$ cat config.mk
export PLATFORM = sky130hd
export DESIGN_NAME = coalescing_event_queue_top
export DESIGN_NICKNAME = d
export VERILOG_FILES = /design/src/rtl/ceq_pkg.sv /design/src/rtl/coalescing_event_queue_top.sv /design/src/rtl/ceq_ctrl.sv /design/src/rtl/ceq_datapath.sv
export SDC_FILE = /design/constraint.sdc
export NUM_CORES = 2
export LEC_CHECK = 0
export BUFFER_PORTS_ARGS = -buffer_cell sky130_fd_sc_hd__buf_2
export CAP_MARGIN = 40
export CORE_UTILIZATION = 48
export CTS_CLUSTER_DIAMETER = 40
export DETAILED_ROUTE_END_ITERATION = 10
export RECOVER_POWER = 100
export SLEW_MARGIN = 20
export SYNTH_ARGS = -nofsm -noshare
export SYNTH_HDL_FRONTEND = slang
export SYNTH_SLANG_ARGS = --single-unit
$ cat constraint.sdc
create_clock -name clock -period 10.47 [get_ports clock]
set_clock_uncertainty 0.05 [all_clocks]
set_input_delay 2.094 -clock clock [delete_from_list [all_inputs] [get_ports clock]]
set_output_delay 2.094 -clock clock [all_outputs]
set_load 0.005 [all_outputs]
$ cat src/rtl/ceq_pkg.sv
// shared constants, codes and control/status structs of the coalescing event queue
// no dependencies; used by every module of the block
package ceq_pkg;

   // queue geometry
   localparam int QUEUE_DEPTH = 16;
   localparam int IDX_W       = (QUEUE_DEPTH > 1) ? $clog2(QUEUE_DEPTH) : 1;
   localparam int CNT_W       = $clog2(QUEUE_DEPTH + 1);

   // field widths
   localparam int OP_W     = 3;
   localparam int CODE_W   = 8;
   localparam int DATA_W   = 32;
   localparam int STATUS_W = 3;
   localparam int LIMIT_W  = 9;

   localparam logic [LIMIT_W-1:0] LIMIT_RESET = 9'd256;

   // request operations
   localparam logic [OP_W-1:0] OP_POST  = 3'd0;
   localparam logic [OP_W-1:0] OP_SEND  = 3'd1;
   localparam logic [OP_W-1:0] OP_TAKE  = 3'd2;
   localparam logic [OP_W-1:0] OP_CHECK = 3'd3;
   localparam logic [OP_W-1:0] OP_CLEAR = 3'd4;

   // response status codes
   localparam logic [STATUS_W-1:0] ST_DONE      = 3'd0;
   localparam logic [STATUS_W-1:0] ST_COALESCED = 3'd1;
   localparam logic [STATUS_W-1:0] ST_IGNORED   = 3'd2;
   localparam logic [STATUS_W-1:0] ST_EMPTY     = 3'd3;
   localparam logic [STATUS_W-1:0] ST_FULL      = 3'd4;

   // controller to datapath commands
   typedef struct packed {
      logic load;       // latch an accepted request, restart the scan
      logic scan_step;  // one step of the queue search
      logic rd_head;    // read the head entry
      logic commit;     // update state and load the response register
   } ceq_cmd_type;

   // datapath to controller status
   typedef struct packed {
      logic need_scan;  // request needs a search of the queue
      logic need_read;  // request needs the head entry
      logic match_now;  // entry under compare holds the code
      logic scan_done;  // search over with no match
   } ceq_stat_type;

endpackage

$ cat src/rtl/coalescing_event_queue_top.sv
// Coalescing event queue: a first-in first-out queue of up to ceq_pkg::QUEUE_DEPTH events,
// each a code, a signed value and a handle. One request is worked at a time and gives one
// response. A send, clear, unknown operation or a post with a code out of range goes from
// dispatch straight to commit, a take also (after one registered read of the head entry);
// a flag post and a check search the queue from the head, one entry per cycle through the
// single read port of the entry memory, and stop early when a match ends the search. The
// next request is accepted in the cycle after the response is loaded, while it may still
// wait to be taken. The code limit register is written through the csr channel, which is
// always ready; it is to be written only while the queue is idle.
// Holds ceq_ctrl and ceq_datapath; depends on ceq_pkg.
module coalescing_event_queue_top (
   input  logic                                  clock,
   input  logic                                  reset,
   input  logic                                  req_valid,
   output logic                                  req_stall,
   input  logic [ceq_pkg::OP_W-1:0]              req_operation,
   input  logic [ceq_pkg::CODE_W-1:0]            req_event_code,
   input  logic signed [ceq_pkg::DATA_W-1:0]     req_param_value,
   input  logic [ceq_pkg::DATA_W-1:0]            req_param_handle,
   output logic                                  rsp_valid,
   input  logic                                  rsp_stall,
   output logic [ceq_pkg::STATUS_W-1:0]          rsp_status,
   output logic [ceq_pkg::CODE_W-1:0]            rsp_out_event,
   output logic signed [ceq_pkg::DATA_W-1:0]     rsp_out_value,
   output logic [ceq_pkg::DATA_W-1:0]            rsp_out_handle,
   output logic                                  rsp_finished,
   input  logic                                  csr_valid,
   output logic                                  csr_ready,
   input  logic [ceq_pkg::LIMIT_W-1:0]           csr_event_code_limit
);

   ceq_pkg::ceq_cmd_type  cmd;
   ceq_pkg::ceq_stat_type stat;

   // limit register always takes a write
   assign csr_ready = 1'b1;

   // controller
   ceq_ctrl u_ctrl (
      .clock     (clock),
      .reset     (reset),
      .req_valid (req_valid),
      .req_stall (req_stall),
      .rsp_valid (rsp_valid),
      .rsp_stall (rsp_stall),
      .stat      (stat),
      .cmd       (cmd)
   );

   // datapath
   ceq_datapath u_dp (
      .clock            (clock),
      .reset            (reset),
      .cmd              (cmd),
      .stat             (stat),
      .req_operation    (req_operation),
      .req_event_code   (req_event_code),
      .req_param_value  (req_param_value),
      .req_param_handle (req_param_handle),
      .limit_wr         (csr_valid && csr_ready),
      .limit_data       (csr_event_code_limit),
      .rsp_status       (rsp_status),
      .rsp_out_event    (rsp_out_event),
      .rsp_out_value    (rsp_out_value),
      .rsp_out_handle   (rsp_out_handle),
      .rsp_finished     (rsp_finished)
   );

endmodule

$ cat src/rtl/ceq_ctrl.sv
// controller state machine of the coalescing event queue
// depends on ceq_pkg; drives commands to ceq_datapath
module ceq_ctrl (
   input  logic                  clock,
   input  logic                  reset,
   input  logic                  req_valid,
   output logic                  req_stall,
   output logic                  rsp_valid,
   input  logic                  rsp_stall,
   input  ceq_pkg::ceq_stat_type stat,
   output ceq_pkg::ceq_cmd_type  cmd
);

   typedef enum logic [3:0] {
      S_IDLE     = 4'b0001,
      S_DISPATCH = 4'b0010,
      S_SCAN     = 4'b0100,
      S_COMMIT   = 4'b1000
   } state_type;

   state_type state_ff, state_in;
   logic      rsp_valid_ff, rsp_valid_in;
   logic      out_free;

   assign req_stall = (state_ff != S_IDLE);
   assign rsp_valid = rsp_valid_ff;
   assign out_free  = !rsp_valid_ff || !rsp_stall;

   // next state and commands
   always_comb begin
      state_in      = state_ff;
      cmd.load      = 1'b0;
      cmd.scan_step = 1'b0;
      cmd.rd_head   = 1'b0;
      cmd.commit    = 1'b0;
      case (state_ff)
         S_IDLE: begin
            if (req_valid) begin
               cmd.load = 1'b1;
               state_in = S_DISPATCH;
            end
         end
         S_DISPATCH: begin
            if (stat.need_scan) begin
               state_in = S_SCAN;
            end else begin
               cmd.rd_head = stat.need_read;
               state_in    = S_COMMIT;
            end
         end
         S_SCAN: begin
            cmd.scan_step = 1'b1;
            if (stat.match_now || stat.scan_done) begin
               state_in = S_COMMIT;
            end
         end
         S_COMMIT: begin
            if (out_free) begin
               cmd.commit = 1'b1;
               state_in   = S_IDLE;
            end
         end
         default: begin
            state_in = S_IDLE;
         end
      endcase
   end

   // response valid holds until taken
   always_comb begin
      if (cmd.commit) begin
         rsp_valid_in = 1'b1;
      end else if (!rsp_stall) begin
         rsp_valid_in = 1'b0;
      end else begin
         rsp_valid_in = rsp_valid_ff;
      end
   end

   // state registers
   always_ff @(posedge clock) begin
      if (reset) begin
         state_ff     <= S_IDLE;
         rsp_valid_ff <= 1'b0;
      end else begin
         state_ff     <= state_in;
         rsp_valid_ff <= rsp_valid_in;
      end
   end

endmodule

$ cat src/rtl/ceq_datapath.sv
// datapath of the coalescing event queue: entry memories, pointers, search and response
// depends on ceq_pkg; commanded by ceq_ctrl
module ceq_datapath (
   input  logic                                  clock,
   input  logic                                  reset,
   input  ceq_pkg::ceq_cmd_type                  cmd,
   output ceq_pkg::ceq_stat_type                 stat,
   input  logic [ceq_pkg::OP_W-1:0]              req_operation,
   input  logic [ceq_pkg::CODE_W-1:0]            req_event_code,
   input  logic signed [ceq_pkg::DATA_W-1:0]     req_param_value,
   input  logic [ceq_pkg::DATA_W-1:0]            req_param_handle,
   input  logic                                  limit_wr,
   input  logic [ceq_pkg::LIMIT_W-1:0]           limit_data,
   output logic [ceq_pkg::STATUS_W-1:0]          rsp_status,
   output logic [ceq_pkg::CODE_W-1:0]            rsp_out_event,
   output logic signed [ceq_pkg::DATA_W-1:0]     rsp_out_value,
   output logic [ceq_pkg::DATA_W-1:0]            rsp_out_handle,
   output logic                                  rsp_finished
);

   localparam int SUM_W = ceq_pkg::CNT_W + 1;

   // entry memories
   logic [ceq_pkg::CODE_W-1:0] ev_mem  [ceq_pkg::QUEUE_DEPTH];
   logic [ceq_pkg::DATA_W-1:0] val_mem [ceq_pkg::QUEUE_DEPTH];
   logic [ceq_pkg::DATA_W-1:0] hdl_mem [ceq_pkg::QUEUE_DEPTH];

   // latched request
   logic [ceq_pkg::OP_W-1:0]   op_ff;
   logic [ceq_pkg::CODE_W-1:0] code_ff;
   logic [ceq_pkg::DATA_W-1:0] value_ff, handle_ff;

   // queue state
   logic [ceq_pkg::LIMIT_W-1:0] limit_ff;
   logic [ceq_pkg::IDX_W-1:0]   head_ff, tail_ff;
   logic [ceq_pkg::CNT_W-1:0]   count_ff;
   logic [ceq_pkg::CODE_W-1:0]  current_ff;

   // search state
   logic [ceq_pkg::CNT_W-1:0]   scan_ff;
   logic                        cmp_pend_ff;
   logic [ceq_pkg::IDX_W-1:0]   cmp_addr_ff;
   logic                        found_ff;
   logic [ceq_pkg::IDX_W-1:0]   pos_ff;

   // read data
   logic [ceq_pkg::CODE_W-1:0]  rd_ev_ff;
   logic [ceq_pkg::DATA_W-1:0]  rd_val_ff, rd_hdl_ff;

   // response register
   logic [ceq_pkg::STATUS_W-1:0] status_ff, status_in;
   logic [ceq_pkg::CODE_W-1:0]   out_ev_ff, out_ev_in;
   logic [ceq_pkg::DATA_W-1:0]   out_val_ff, out_val_in;
   logic [ceq_pkg::DATA_W-1:0]   out_hdl_ff, out_hdl_in;
   logic                         fin_ff, fin_in;

   logic                        code_ok, full, empty, scan_more;
   logic [SUM_W-1:0]            scan_sum;
   logic [ceq_pkg::IDX_W-1:0]   scan_addr, rd_addr;
   logic                        rd_en;
   logic                        do_append, do_coalesce, do_take, do_clear;
   logic [ceq_pkg::IDX_W-1:0]   head_next, tail_next;

   // request decode
   assign code_ok = (code_ff != '0) && ({1'b0, code_ff} < limit_ff);
   assign full    = (count_ff == ceq_pkg::CNT_W'(ceq_pkg::QUEUE_DEPTH));
   assign empty   = (count_ff == '0);

   assign stat.need_scan = ((op_ff == ceq_pkg::OP_POST) && code_ok)
                           || (op_ff == ceq_pkg::OP_CHECK);
   assign stat.need_read = (op_ff == ceq_pkg::OP_TAKE) && !empty;
   assign stat.match_now = cmp_pend_ff && (rd_ev_ff == code_ff);
   assign stat.scan_done = !scan_more && !stat.match_now;

   // search address: head plus offset, wrapped
   assign scan_more = (scan_ff < count_ff);
   assign scan_sum  = SUM_W'(head_ff) + SUM_W'(scan_ff);
   always_comb begin
      if (scan_sum >= SUM_W'(ceq_pkg::QUEUE_DEPTH)) begin
         scan_addr = ceq_pkg::IDX_W'(scan_sum - SUM_W'(ceq_pkg::QUEUE_DEPTH));
      end else begin
         scan_addr = ceq_pkg::IDX_W'(scan_sum);
      end
   end

   assign rd_addr = cmd.rd_head ? head_ff : scan_addr;
   assign rd_en   = cmd.rd_head || (cmd.scan_step && scan_more);

   // pointer increments
   assign head_next = (head_ff == ceq_pkg::IDX_W'(ceq_pkg::QUEUE_DEPTH - 1)) ? '0
                      : head_ff + 1'b1;
   assign tail_next = (tail_ff == ceq_pkg::IDX_W'(ceq_pkg::QUEUE_DEPTH - 1)) ? '0
                      : tail_ff + 1'b1;

   // commit: state changes and response
   always_comb begin
      do_append   = 1'b0;
      do_coalesce = 1'b0;
      do_take     = 1'b0;
      do_clear    = 1'b0;
      status_in   = ceq_pkg::ST_DONE;
      out_ev_in   = '0;
      out_val_in  = '0;
      out_hdl_in  = '0;
      fin_in      = 1'b0;
      case (op_ff)
         ceq_pkg::OP_POST: begin
            if (!code_ok) begin
               status_in = ceq_pkg::ST_IGNORED;
            end else if (found_ff) begin
               do_coalesce = 1'b1;
               status_in   = ceq_pkg::ST_COALESCED;
            end else if (full) begin
               status_in = ceq_pkg::ST_FULL;
            end else begin
               do_append = 1'b1;
            end
         end
         ceq_pkg::OP_SEND: begin
            if (!code_ok) begin
               status_in = ceq_pkg::ST_IGNORED;
            end else if (full) begin
               status_in = ceq_pkg::ST_FULL;
            end else begin
               do_append = 1'b1;
            end
         end
         ceq_pkg::OP_TAKE: begin
            do_take = 1'b1;
            if (empty) begin
               status_in = ceq_pkg::ST_EMPTY;
            end else begin
               out_ev_in  = rd_ev_ff;
               out_val_in = rd_val_ff;
               out_hdl_in = rd_hdl_ff;
            end
         end
         ceq_pkg::OP_CHECK: begin
            fin_in = (current_ff != code_ff) && !found_ff;
         end
         ceq_pkg::OP_CLEAR: begin
            do_clear = 1'b1;
         end
         default: begin
            status_in = ceq_pkg::ST_IGNORED;
         end
      endcase
   end

   // entry memories: one write port, one registered read port
   always_ff @(posedge clock) begin
      if (cmd.commit && do_append) begin
         ev_mem[tail_ff] <= code_ff;
      end
      if (cmd.commit && (do_append || do_coalesce)) begin
         val_mem[do_coalesce ? pos_ff : tail_ff] <=
            (op_ff == ceq_pkg::OP_SEND) ? value_ff : '0;
         hdl_mem[do_coalesce ? pos_ff : tail_ff] <=
            (op_ff == ceq_pkg::OP_SEND) ? handle_ff : '0;
      end
      if (rd_en) begin
         rd_ev_ff  <= ev_mem[rd_addr];
         rd_val_ff <= val_mem[rd_addr];
         rd_hdl_ff <= hdl_mem[rd_addr];
      end
   end

   // request and response payload registers
   always_ff @(posedge clock) begin
      if (cmd.load) begin
         op_ff     <= req_operation;
         code_ff   <= req_event_code;
         value_ff  <= req_param_value;
         handle_ff <= req_param_handle;
      end
      if (cmd.commit) begin
         status_ff  <= status_in;
         out_ev_ff  <= out_ev_in;
         out_val_ff <= out_val_in;
         out_hdl_ff <= out_hdl_in;
         fin_ff     <= fin_in;
      end
      if (cmd.scan_step && stat.match_now) begin
         pos_ff <= cmp_addr_ff;
      end
      if (cmd.scan_step && scan_more) begin
         cmp_addr_ff <= scan_addr;
      end
   end

   // queue pointers, limit and search control
   always_ff @(posedge clock) begin
      if (reset) begin
         limit_ff    <= ceq_pkg::LIMIT_RESET;
         head_ff     <= '0;
         tail_ff     <= '0;
         count_ff    <= '0;
         current_ff  <= '0;
         scan_ff     <= '0;
         cmp_pend_ff <= 1'b0;
         found_ff    <= 1'b0;
      end else begin
         if (limit_wr) begin
            limit_ff <= limit_data;
         end
         if (cmd.load) begin
            scan_ff     <= '0;
            cmp_pend_ff <= 1'b0;
            found_ff    <= 1'b0;
         end else if (cmd.scan_step) begin
            cmp_pend_ff <= scan_more;
            if (scan_more) begin
               scan_ff <= scan_ff + 1'b1;
            end
            if (stat.match_now) begin
               found_ff <= 1'b1;
            end
         end
         if (cmd.commit) begin
            if (do_append) begin
               tail_ff  <= tail_next;
               count_ff <= count_ff + 1'b1;
            end
            if (do_take) begin
               current_ff <= empty ? '0 : rd_ev_ff;
               if (!empty) begin
                  head_ff  <= head_next;
                  count_ff <= count_ff - 1'b1;
               end
            end
            if (do_clear) begin
               head_ff  <= '0;
               tail_ff  <= '0;
               count_ff <= '0;
            end
         end
      end
   end

   assign rsp_status     = status_ff;
   assign rsp_out_event  = out_ev_ff;
   assign rsp_out_value  = out_val_ff;
   assign rsp_out_handle = out_hdl_ff;
   assign rsp_finished   = fin_ff;

endmodule

==> impl_results.md <==
- Switch share: about 21%
- IO Port Bufs: roughly 170
- RSZ-0062 raised after global routing: no
- Post-CTS setup buffer count: 0
- Reg area: 42400 um^2
- Top sig layer: met4
- Routed WL: between 100 and 150 mm
- Most used cell, CP: clkbuf_1
- Chip height: ~340 um
- Layout area overhead: 14.9%
- Post-DP Area: just under 60000 um^2
- Share of cells above drive strength 1: ~10%
- Most used DFF post-synth: edfxtp_1
- CP required: roughly 11 ns
- Final #Nets: 4436
- Largest stage delay, worst path: between 1.5 and 2 ns
- Vias per inst: 5.76
- Fraction of power consumed by sequential logic: 50.0%
- M1 WL: 62.3 mm
- Synth Area per Inst: 13.4 um^2
- Setup crit start kind: input port
- Avg WL per Cell: 23.8 um
- Gate power share: roughly 1.6%
- Core Region: approximately 110000 um^2
- Largest net degree at the start of global routing: 205
- Top delay family on crit path: buffers and inverters
- Bufs on Longest Clock Path: 3
- WP buf/inv: 5
- DRC: 10
- Fin cells: 5984
- Clk sinks: 1425
- CTS resizes: 0
- Status: finished with violations
- CP Launch Point: rsp_stall
- Detailed placement HPWL: approximately 80 mm
- Via count: 34400
- RR Startpoint: u_dp.code_ff[7]
- Asr flop ratio synth: 0%
- Routed Antenna Nets: 0
- Worst Path Max Fanout: 32
- P_sw: 0.00260 W
- Slew @ Worst Pin: about 3.5 ns
- Pwr Density: 199 nW/um^2
- Congestion Overflow GR: 0
- DR WL met3: 10.3 mm
- CTS Buf Count: 177
- Final setup fails: 0
- Cells along the critical path: buf_2 -> nand2_1 -> nand2b_1 -> clkinvlp_2 -> clkbuf_1 -> and3_1 -> clkbuf_1 -> buf_16
- Synthesized instance count: 4156
- Routability Congestion: a little under 0.8
- Worst skew pair latency: 0.78 ns
- Mapped Nets: 4268
- Post-synthesis register bit count: about 1400
- Vias in the first global route: approximately 33000
- Period utilisation layout: a little under three quarters
- Placed insts: 5653
- Crit path capture type: flip-flop
- Ant diodes: 0
- TritonRoute pass-1 iters: 11
- Die area: ~120000 um^2
- First-pass GRT wire length: between 200 and 250 mm
- Hold-fix buffers, CTS: 0
- Commonest cells after routing, fill and taps aside: edfxtp_1, nand2_1, nand3_1
- Final Hold Fails: 0
- Ports: approximately 170
- Sequential share of the synthesized area: 76.1%
- Fin area: between 60000 and 70000 um^2
- Critical path depth: 8
- Critical Path AT: between 7 and 8 ns
- Failing checks: DRC, capacitance limit, slew limit
- Slew Viols, Final: between 1000 and 1500
- YS warnings: 0
- Initial core utilization: between 40% and 50%
- Die Wd: 343 um
- CTS tree: done
- Final min period: between 7 and 8 ns
- Setup TNS: 0 ns
- Power Internal: ~0.010 W
- Gr usage total: around a quarter
- Max Fclk: 0.133 GHz
- Reg2reg path depth: 10
- Number of flops mapped to enable cells by yosys: between 1000 and 1500
- Fill cell count: just over 9000
- Critical path's slowest cell: clkbuf_1
- Leakage: ~22 nW
- Synthesized area: 55700 um^2
- CP Class: in2reg
- Routed met2 length: 67.0 mm
- Root Buffer Master: clkbuf_16
- Peak supply drop: about 0.16 mV
- Hold Path Stages: 0
- Worst Hold Launch: u_dp.cmp_addr_ff[1]
- # rows: about 120
- Hold Crit Class: reg2reg
- Max Cap Viol: 30
- Slew headroom: -131%
- Antenna violations before repair: 6
- 1st-iter DRT viols: ~3900
- Clk network pwr share: between 40% and 50%
- Commonest non-fill, non-tap cell in the layout: edfxtp_1
- H-Tree Depth: 4
- Area of the multi-input gates: between 10000 and 15000 um^2
- Synth cell types: 71
- Clock slew seen by the registers of the worst setup and hold paths: 0.06 ns
==> power by group through the flow <==
stage / Sequential, W / Combinational (W) / Clock (W)
floorplan: 0.00644 / 0.000109 / 0
global placement: 0.00646 / 0.000204 / 0
detailed placement: 0.00646 / 0.000218 / 0
CTS: 0.00634 / 0.000218 / 0.00622
global route: 0.00635 / 0.000228 / 0.00646
finish: 0.00635 / 0.000208 / 0.00614
==> metal layers <==
metal / GRT usage (%) / up-vias
met1: 35.2 / 17300
li1: - / 15600
met5: 0 / -
met2: 38.3 / 1362
met3: 3.84 / 186
met4: 7.07 / 0
==> flip-flops by register name, indices dropped and copies added, names as in the netlist, 9 cells and up <==
register / count
u_dp.rd_hdl_ff: 32
u_dp.handle_ff: 32
u_dp.val_mem: 512
u_dp.rd_val_ff: 32
u_dp.value_ff: 32
u_dp.limit_ff: 9
u_dp.rsp_out_value: 32
u_dp.hdl_mem: 512
u_dp.ev_mem: 128
u_dp.rsp_out_handle: 32
==> cell families after synthesis <==
family          synth area share (%)
simple gates                    17.2
flops                           76.1
buf+inv                         2.35
compound gates                  2.97
xor+xnor                       0.441
fa+ha+maj                      0.531
mux                            0.344
other cells                  0.00674
==> cell usage after synthesis (7+ instances only) <==
master    number  area [um^2]
edfxtp_1    1383        41500
nand2_1     1186         4450
nand3_1      586         2930
and3_1       150          938
clkbuf_1     142          533
nand4_1       76          475
a31oi_1       75          469
buf_2         75          375
nor2_1        65          244
a32oi_1       45          394
o21ai_1       45          225
dfxtp_1       42          841
buf_4         29          218
inv_1         26         97.6
ha_1          22          275
a21oi_1       20          100
mux2i_1       18          180
xor2_1        16          140
a22oi_1       12         90.1
o21ai_0       12         60.1
buf_1         11         41.3
nor4_1         9         56.3
nand2b_1       8         50.1
or3_1          8         50.1
xnor2_1        7         61.3
==> path summary, 6_finish.rpt <==
kind,to,slack [ns]
worst max-delay path,u_dp.val_mem[7][23],2.97
worst min-delay path,u_dp.pos_ff[1],0.37
worst min register to register,u_dp.pos_ff[1],0.37
worst max register to register,u_dp.val_mem[9][27],2.98
==> cell type report <==
| type | count | area share [%] |
|---|---|---|
| flip-flops and latches | 1425 | 66.3 |
| multi-input cells | 2444 | 18.8 |
| well taps | 1512 | 2.96 |
| repair buffers | 250 | 2.49 |
| clock buffers | 208 | 7.24 |
| inverters | 26 | 0.157 |
| clock inverters | 119 | 2.12 |
==> stage by stage <==
step / hold slack [ns] / total power [W] / worst slack [ns] / utilization [%]
2_1_floorplan: 0.350 / 0.00655 / 2.68 / -
3_3_place_gp: 0.357 / 0.00667 / 5.21 / 50.3
3_5_place_dp: 0.360 / 0.00668 / 5.18 / 51.0
4_1_cts: 0.377 / 0.0128 / 5.45 / 56.2
5_1_grt: 0.383 / 0.0130 / 2.62 / 55.8
6_report: 0.371 / 0.0127 / 2.97 / 55.8
(Power assumes the default switching activity.)
